===== src/design/brb_pkg.sv =====
// Shared constants and types for the byte ring buffer with read window.
package brb_pkg;

  localparam int unsigned DEPTH_DEF = 256;

  localparam int unsigned REQ_W    = 3;
  localparam int unsigned BYTE_W   = 8;
  localparam int unsigned COUNT_W  = 9;
  localparam int unsigned STATUS_W = 3;

  localparam int unsigned IN_DATA_W  = 24;
  localparam int unsigned OUT_DATA_W = 48;

  localparam logic [REQ_W-1:0] REQ_PUT    = 3'd0;
  localparam logic [REQ_W-1:0] REQ_GET    = 3'd1;
  localparam logic [REQ_W-1:0] REQ_OPEN   = 3'd2;
  localparam logic [REQ_W-1:0] REQ_COMMIT = 3'd3;
  localparam logic [REQ_W-1:0] REQ_FLUSH  = 3'd4;

  typedef enum logic [STATUS_W-1:0] {
    ST_OK     = 3'd0,
    ST_BUSY   = 3'd1,
    ST_FULL   = 3'd2,
    ST_EMPTY  = 3'd3,
    ST_TOOBIG = 3'd4
  } status_t;

endpackage


===== src/design/byte_ring_buffer_with_read_window_top.sv =====
// Byte ring buffer with zero-copy read window: request stage, state update, result stage.
//
//  channel  direction  tdata (low bit up)                               tuser     tlast
//  in_      slave      data_in[7:0], commit_count[16:8]                 req_type  burst_last
//  out_     master     data_out[7:0], window_start[15:8],               status    last_out
//                      window_len[24:16], free_count[33:25], used_count[42:34]
//
//  One transaction per cycle while out_tready is held high; a transaction passes
//  through the input register, then the result register. A stalled result holds
//  while one more transaction waits in the input register. Reset clears indices,
//  full flag, window and valid bits; storage is not cleared.
module byte_ring_buffer_with_read_window_top #(
  parameter int unsigned DEPTH = brb_pkg::DEPTH_DEF
) (
  input  logic                             clk,
  input  logic                             rst_n,
  input  logic                             in_tvalid,
  output logic                             in_tready,
  input  logic [brb_pkg::IN_DATA_W-1:0]    in_tdata,   // data_in, commit_count
  input  logic [brb_pkg::REQ_W-1:0]        in_tuser,   // req_type
  input  logic                             in_tlast,
  output logic                             out_tvalid,
  input  logic                             out_tready,
  output logic [brb_pkg::OUT_DATA_W-1:0]   out_tdata,  // data_out, window_start,
                                                       // window_len, free_count, used_count
  output logic [brb_pkg::STATUS_W-1:0]     out_tuser,  // status
  output logic                             out_tlast
);
  import brb_pkg::*;

  localparam int unsigned IDX_W = (DEPTH > 1) ? $clog2(DEPTH) : 1;
  localparam int unsigned CNT_W = $clog2(DEPTH + 1);
  localparam int unsigned CW    = (CNT_W > COUNT_W) ? CNT_W : COUNT_W;
  localparam int unsigned IW    = (IDX_W > BYTE_W) ? IDX_W : BYTE_W;

  function automatic logic [IDX_W-1:0] adv1(input logic [IDX_W-1:0] idx);
    logic [IDX_W-1:0] res;
    if (idx == IDX_W'(DEPTH - 1)) begin
      res = '0;
    end else begin
      res = idx + IDX_W'(1);
    end
    return res;
  endfunction

  function automatic logic [CW-1:0] filled(input logic [IDX_W-1:0] wr,
                                           input logic [IDX_W-1:0] rd,
                                           input logic             full);
    logic [CW-1:0] res;
    if (wr == rd) begin
      res = full ? CW'(DEPTH) : '0;
    end else if (wr > rd) begin
      res = CW'(wr) - CW'(rd);
    end else begin
      res = CW'(wr) + CW'(DEPTH) - CW'(rd);
    end
    return res;
  endfunction

  logic [BYTE_W-1:0] mem [DEPTH];

  logic [IDX_W-1:0]   wr_idx_r, wr_idx_nxt;
  logic [IDX_W-1:0]   rd_idx_r, rd_idx_nxt;
  logic               full_r, full_nxt;
  logic [CNT_W-1:0]   win_len_r, win_len_nxt;

  logic               s1_valid_r;
  logic [REQ_W-1:0]   s1_req_r;
  logic [BYTE_W-1:0]  s1_din_r;
  logic [COUNT_W-1:0] s1_cnt_r;
  logic               s1_last_r;

  logic               s2_valid_r;
  status_t            status_r, status_nxt;
  logic [BYTE_W-1:0]  wstart_r, wstart_nxt;
  logic [COUNT_W-1:0] wlen_r, wlen_nxt;
  logic [COUNT_W-1:0] free_r, free_nxt;
  logic [COUNT_W-1:0] used_r, used_nxt;
  logic               last_r;
  logic               get_ok_r, get_ok_nxt;
  logic [BYTE_W-1:0]  rd_data_r;

  logic               s2_load;
  logic               step;
  logic               wr_en;
  logic [CW-1:0]      used_cur;
  logic [CW-1:0]      used_after;
  logic [CW-1:0]      free_after;
  logic [CW-1:0]      to_end;
  logic [CW-1:0]      win_cand;
  logic [CW-1:0]      cnt_ext;
  logic [CW-1:0]      win_ext;
  logic [CW-1:0]      commit_sum;
  logic [IW-1:0]      rd_ext;
  logic [IDX_W-1:0]   rd_step;

  assign s2_load   = s1_valid_r && (!s2_valid_r || out_tready);
  assign step      = s2_load;
  assign in_tready = !s1_valid_r || s2_load;

  always_comb begin
    wr_idx_nxt  = wr_idx_r;
    rd_idx_nxt  = rd_idx_r;
    full_nxt    = full_r;
    win_len_nxt = win_len_r;
    status_nxt  = ST_OK;
    wstart_nxt  = '0;
    wlen_nxt    = '0;
    get_ok_nxt  = 1'b0;
    wr_en       = 1'b0;
    used_cur    = filled(wr_idx_r, rd_idx_r, full_r);
    to_end      = CW'(DEPTH) - CW'(rd_idx_r);
    win_cand    = (used_cur < to_end) ? used_cur : to_end;
    cnt_ext     = CW'(s1_cnt_r);
    win_ext     = CW'(win_len_r);
    commit_sum  = CW'(rd_idx_r) + cnt_ext;
    rd_ext      = IW'(rd_idx_r);
    rd_step     = adv1(rd_idx_r);
    case (s1_req_r)
      REQ_PUT: begin
        if (used_cur == CW'(DEPTH)) begin
          status_nxt = ST_FULL;
        end else begin
          wr_en      = 1'b1;
          wr_idx_nxt = adv1(wr_idx_r);
          if (adv1(wr_idx_r) == rd_idx_r) begin
            full_nxt = 1'b1;
          end
        end
      end
      REQ_GET: begin
        if (win_len_r != '0) begin
          status_nxt = ST_BUSY;
        end else if (used_cur == '0) begin
          status_nxt = ST_EMPTY;
        end else begin
          get_ok_nxt = 1'b1;
          rd_idx_nxt = rd_step;
          if (wr_idx_r == rd_step) begin
            full_nxt = 1'b0;
          end
        end
      end
      REQ_OPEN: begin
        if (win_len_r != '0) begin
          status_nxt = ST_BUSY;
        end else begin
          win_len_nxt = win_cand[CNT_W-1:0];
          wstart_nxt  = rd_ext[BYTE_W-1:0];
          wlen_nxt    = win_cand[COUNT_W-1:0];
        end
      end
      REQ_COMMIT: begin
        if (cnt_ext > win_ext) begin
          status_nxt = ST_TOOBIG;
        end else begin
          win_len_nxt = '0;
          if (s1_cnt_r != '0) begin
            rd_idx_nxt = (commit_sum == CW'(DEPTH)) ? '0 : commit_sum[IDX_W-1:0];
            if (wr_idx_r == rd_idx_nxt) begin
              full_nxt = 1'b0;
            end
          end
        end
      end
      REQ_FLUSH: begin
        wr_idx_nxt  = '0;
        rd_idx_nxt  = '0;
        full_nxt    = 1'b0;
        win_len_nxt = '0;
      end
      default: begin
      end
    endcase
    used_after = filled(wr_idx_nxt, rd_idx_nxt, full_nxt);
    free_after = CW'(DEPTH) - used_after;
    used_nxt   = used_after[COUNT_W-1:0];
    free_nxt   = free_after[COUNT_W-1:0];
  end

  always_ff @(posedge clk) begin
    if (!rst_n) begin
      wr_idx_r   <= '0;
      rd_idx_r   <= '0;
      full_r     <= 1'b0;
      win_len_r  <= '0;
      s1_valid_r <= 1'b0;
      s2_valid_r <= 1'b0;
    end else begin
      if (in_tvalid && in_tready) begin
        s1_valid_r <= 1'b1;
      end else if (s2_load) begin
        s1_valid_r <= 1'b0;
      end
      if (s2_load) begin
        s2_valid_r <= 1'b1;
      end else if (out_tready) begin
        s2_valid_r <= 1'b0;
      end
      if (step) begin
        wr_idx_r  <= wr_idx_nxt;
        rd_idx_r  <= rd_idx_nxt;
        full_r    <= full_nxt;
        win_len_r <= win_len_nxt;
      end
    end
  end

  always_ff @(posedge clk) begin
    if (in_tvalid && in_tready) begin
      s1_req_r  <= in_tuser;
      s1_din_r  <= in_tdata[BYTE_W-1:0];
      s1_cnt_r  <= in_tdata[BYTE_W +: COUNT_W];
      s1_last_r <= in_tlast;
    end
    if (step) begin
      status_r <= status_nxt;
      wstart_r <= wstart_nxt;
      wlen_r   <= wlen_nxt;
      free_r   <= free_nxt;
      used_r   <= used_nxt;
      last_r   <= s1_last_r;
      get_ok_r <= get_ok_nxt;
    end
  end

  always_ff @(posedge clk) begin
    if (step && wr_en) begin
      mem[wr_idx_r] <= s1_din_r;
    end
    if (step && get_ok_nxt) begin
      rd_data_r <= mem[rd_idx_r];
    end
  end

  assign out_tvalid = s2_valid_r;
  assign out_tuser  = status_r;
  assign out_tlast  = last_r;
  assign out_tdata  = {5'b0, used_r, free_r, wlen_r, wstart_r,
                       (get_ok_r ? rd_data_r : {BYTE_W{1'b0}})};

endmodule

===== config.mk =====
export PLATFORM = sky130hd
export DESIGN_NAME = byte_ring_buffer_with_read_window_top
export DESIGN_NICKNAME = d
export VERILOG_FILES = /design/src/design/brb_pkg.sv /design/src/design/byte_ring_buffer_with_read_window_top.sv
export SDC_FILE = /design/constraint.sdc
export NUM_CORES = 2
export LEC_CHECK = 0
export BUFFER_PORTS_ARGS = -buffer_cell sky130_fd_sc_hd__buf_4
export CORE_MARGIN = 2
export CORE_UTILIZATION = 40
export DETAILED_ROUTE_END_ITERATION = 10
export GPL_TIMING_DRIVEN = 0
export PLACE_DENSITY = 0.62
export SYNTH_ARGS = -nofsm -noshare
export SYNTH_HDL_FRONTEND = slang
export SYNTH_SLANG_ARGS = --single-unit
export TNS_END_PERCENT = 30

===== constraint.sdc =====
create_clock -name clk -period 8.35 [get_ports clk]
set_input_delay 0.4175 -clock clk [delete_from_list [all_inputs] [get_ports clk]]
set_output_delay 0.4175 -clock clk [all_outputs]
set_load 0.1 [all_outputs]

==> flow_results.org <==
** Worst setup path
- Maximum cell stage delay along the critical path :: 0.55 ns
- The number of cells on the worst reg-to-reg path is 28.
- In this run the worst setup path terminates at free_r[8]$_DFFE_PP_.
- In this run the critical register-to-register path is launched from rd_ext[1]$_SDFFE_PN0P_.
- The setup check on the worst reg-to-reg path leaves a slack of 0.55 ns.
- The critical path in this run is classified as flip-flop to flip-flop.
- Slowest-stage cell, CP :: sky130_fd_sc_hd__or4_4
- The most critical setup path has its startpoint at rd_ext[1]$_SDFFE_PN0P_.
- STA classifies the critical path startpoint as a flip-flop.
- Along the worst path, the maximum fanout reaches 26.
- The worst setup path is captured at a flip-flop.
- Data on the critical path arrives at its endpoint at 8.38 ns.
- The endpoint identified for the worst register-to-register timing path is free_r[8]$_DFFE_PP_.
- At the worst endpoint, the required time is 8.93 ns.

** Synthesis
- In this run, synthesis inferred 2116 flip-flops with an integrated enable.
- The mapped netlist covers 0.08563 sq mm.
- Top flip-flop cell by instance count after synthesis :: sky130_fd_sc_hd__edfxtp_1
- Leading post-synthesis cells by cell area :: sky130_fd_sc_hd__edfxtp_1 (74%), sky130_fd_sc_hd__mux4_2 (18%), sky130_fd_sc_hd__nor2_1 (1.3%)
- Counting instances in the post-synthesis netlist gives the leading cell types as sky130_fd_sc_hd__edfxtp_1 (2116), sky130_fd_sc_hd__mux4_2 (680), sky130_fd_sc_hd__nor2_1 (306), sky130_fd_sc_hd__clkbuf_1 (169), sky130_fd_sc_hd__nand2_1 (93).
- Yosys mapped the design onto 80 distinct sky130hd cell types.
- The top cell type by area accounts for 74.20% of the synthesized area.
- The most common cell in the synthesized netlist is sky130_fd_sc_hd__edfxtp_1.
- The largest total area in the synthesized netlist belongs to sky130_fd_sc_hd__edfxtp_1.
- Mapped Avg Cell Area :: 21.58 sq um
- Yosys warns :: 0
- Of the synthesized area, sequential elements account for 74.86%.
- Of all flip-flops after synthesis, the portion carrying an async set or reset was 0%.
- The cell count after synthesis came out at 3968.
- Synth Register Bits :: 2144

** Timing
- Slew at the pin with the worst max-slew slack :: 1.480 ns
- Setup repair after global routing left no endpoint under its margin.
- Worst rel slew slack :: 1.302%
- Fin crit share :: 93.40%
- Count of pins over their slew limit :: 0
- Upper clock frequency limit :: 128.2 MHz
- Clock tree skew after final layout :: 0.03007 ns
- Final Setup Violations :: 0
- The number of hold-slack violations in the final timing report was 0.
- Adding up every negative setup slack in the final design gives 0 ns.
- Hold is met by 0.09629 ns.
- Worst Slack Setup Final :: 0.5513 ns
- Final critical-path required period :: 7.799 ns

** GRT
- GR Overflow Total :: 0
- Entering global routing, the biggest net connects 39 pins.
- The number of antenna violations at the first check in global routing was 14.
- Overall routing resource usage :: 20.77%
- Vias in the first global route :: 42410
- Global-route wire length before repair :: 319200 um

** Final layout
- Share of cells above drive strength 1 :: 26.62%
- Relative to the synthesized area, the layout overhead comes to 15.77%.
- After the last flow step, the layout net total stands at 4451.
- For this run, the number of standard cells in the final layout without fillers is 7369.

** Floorplanning
- Initial Util :: 40.30%
- Die ar. :: 0.2178 sq mm
- CORE AREA :: 0.2125 sq mm
- The floorplan has 169 rows.
- Die width :: 466.7 um
- Number of top-level pins :: 86
- Die Height :: 466.7 um

** CTS
- Clock tree root buffer cell :: sky130_fd_sc_hd__clkbuf_16
- Later-pin clock latency in the skew report :: 0.85 ns
- Buffers inserted during clock tree synthesis total 211.
- The clock tree synthesis step divided the H-tree into 4 levels.
- Clk buf depth :: 3
- TritonCTS built the clock tree.
- For this design, the sink count on the clock tree is 2144.
- Clk pin slew, worst setup/hold paths :: 0.06 ns

** Drt
- The detail route stage leaves a number of antenna-violating nets equal to 0.
- After detailed routing, the number of remaining DRC violations is 0.
- Wire length per cell after detailed routing :: 30.74 um
- First-pass iteration count of the detailed router :: 6
- The routed layout has 42360 vias.
- Total Routed Length :: 226500 um
- Via-per-instance ratio :: 5.748
- The first routing iteration left 5426 violations.

** Place
- Worst slack, placed :: -1.276 ns
- Final Wtd Congestion :: 0.9090
- The wire-length estimate of the detail-placed layout is 158700 um.
- Port buffering added 72 buffers.
- Placed instance count :: 6954

** Power and ir drop
- For this design the static power due to leakage is 30.10 nW.
- Across the VDD grid, the largest voltage drop is 235.7 uV.
- For this design the ratio of total power to cell area is 230.2 mW/mm^2.

** Outcome
- The run finished with clean final reports.

** Job
- Max-capacitance violation count :: 0

** Worst hold path
- In this run the worst hold path is classified as input port to flip-flop.
-- kinds of logic after synthesis --
kind of cell	synth area share, %
buffers and inverters	1.297
other	0.004379
XOR/XNOR	0.4909
adder cells (fa/ha/maj)	0.8197
multiplexers	18.09
flip-flops	74.86
AND/OR/NAND/NOR	2.928
AO/OA/AOI/OAI	1.515
-- registers in the layout (all words and copies together) (netlist names), 3 cells and up, named ones only --
| register | count |
|---|---|
| cnt_ext | 9 |
| free_r | 9 |
| mem | 2048 |
| out_tuser | 3 |
| rd_data_r | 8 |
| rd_ext | 7 |
| s1_din_r | 8 |
| s1_req_r | 3 |
| used_r | 8 |
| win_ext | 9 |
| wlen_r | 9 |
| wr_idx_r | 8 |
| wstart_r | 8 |
-- power breakdown --
group          switching (W)  internal, W  leakage [nW]
Sequential         0.0000325       0.0119          19.3
Combinational       0.000984     0.000569          7.55
Clock                0.00404      0.00532          3.28
Total                0.00506       0.0178          30.1
-- per-stage QoR --
step / instance area (sq um) / power, W / util (%)
after floorplan: 85650 / 0.01307 / -
after global placement: 89720 / 0.01360 / 42.22
after detailed placement: 92110 / 0.01367 / 43.35
after CTS: 99090 / 0.02294 / 46.63
after global routing: 99130 / 0.02342 / 46.65
final: 99140 / 0.02282 / 46.65
-- routing by layer --
layer / GRT usage [%] / up-vias / routed length, um
met4: 6.085 / 8 / 6799
met5: 0 / - / 61
met2: 33.73 / 1875 / 110300
li1: - / 17430 / -
met1: 28.73 / 22730 / 90460
met3: 3.844 / 314 / 18910
-- worst max-delay path: cells and delay by family (launching register included) --
kind                     cells  cell delay, ns
AO/OA/AOI/OAI               12            2.64
XOR/XNOR                     1            0.13
adder cells (fa/ha/maj)      2            0.83
buffers and inverters        5            1.46
flip-flops                   1            0.41
multiplexers                 2            0.54
AND/OR/NAND/NOR              6            1.48
-- area by class of cell --
class | count | area [sq um]
Fill cell | 17410 | 113400
Antenna cell | 2 | 5.005
Tap cell | 2821 | 3530
Inverter | 53 | 209.0
Multi-Input combinational cell | 1545 | 20460
Clock buffer | 261 | 5510
Timing Repair Buffer | 189 | 3164
Sequential cell | 2144 | 64100
Buffer | 223 | 933.4
Clock inverter | 131 | 1227
-- placed cells by master, fill, tap and decap left out, types with 26 or more instances in the layout --
cell type / count
sky130_fd_sc_hd__o21ai_0: 32
sky130_fd_sc_hd__clkbuf_16: 213
sky130_fd_sc_hd__mux4_2: 680
sky130_fd_sc_hd__nor2_1: 306
sky130_fd_sc_hd__edfxtp_1: 2116
sky130_fd_sc_hd__buf_4: 83
sky130_fd_sc_hd__clkbuf_1: 188
sky130_fd_sc_hd__ha_1: 48
sky130_fd_sc_hd__clkinv_1: 56
sky130_fd_sc_hd__and2_1: 26
sky130_fd_sc_hd__buf_16: 82
sky130_fd_sc_hd__nand2_1: 93
sky130_fd_sc_hd__a21oi_1: 41
sky130_fd_sc_hd__buf_1: 40
sky130_fd_sc_hd__xnor2_1: 31
sky130_fd_sc_hd__dfxtp_1: 28
sky130_fd_sc_hd__inv_1: 48
sky130_fd_sc_hd__clkinv_2: 35
-- what timing repair did --
action / in CTS / in global routing
hold buffers: 24 / 0
endpoints found under the hold margin: 23 / 0
endpoints found under the setup margin: 16 / 9
buffers inserted: 0 / 4
gates cloned: 0 / 0
resized for setup: 7 / 13
-- worst min path at each step --
stage	depth (start not counted)	start	slack [ns]	to
finish	2	rst_n	0.1	full_r$_SDFFE_PN0P_
global route	2	rst_n	0.11	s1_valid_r$_SDFFE_PN0P_
CTS	2	rst_n	0.03	full_r$_SDFFE_PN0P_
detailed placement	0	s1_last_r$_DFFE_PP_	0.41	out_tlast$_DFFE_PP_
global placement	0	s1_last_r$_DFFE_PP_	0.40	out_tlast$_DFFE_PP_
floorplan	0	s1_last_r$_DFFE_PP_	0.40	out_tlast$_DFFE_PP_
Power figures use the tool's default switching activity.
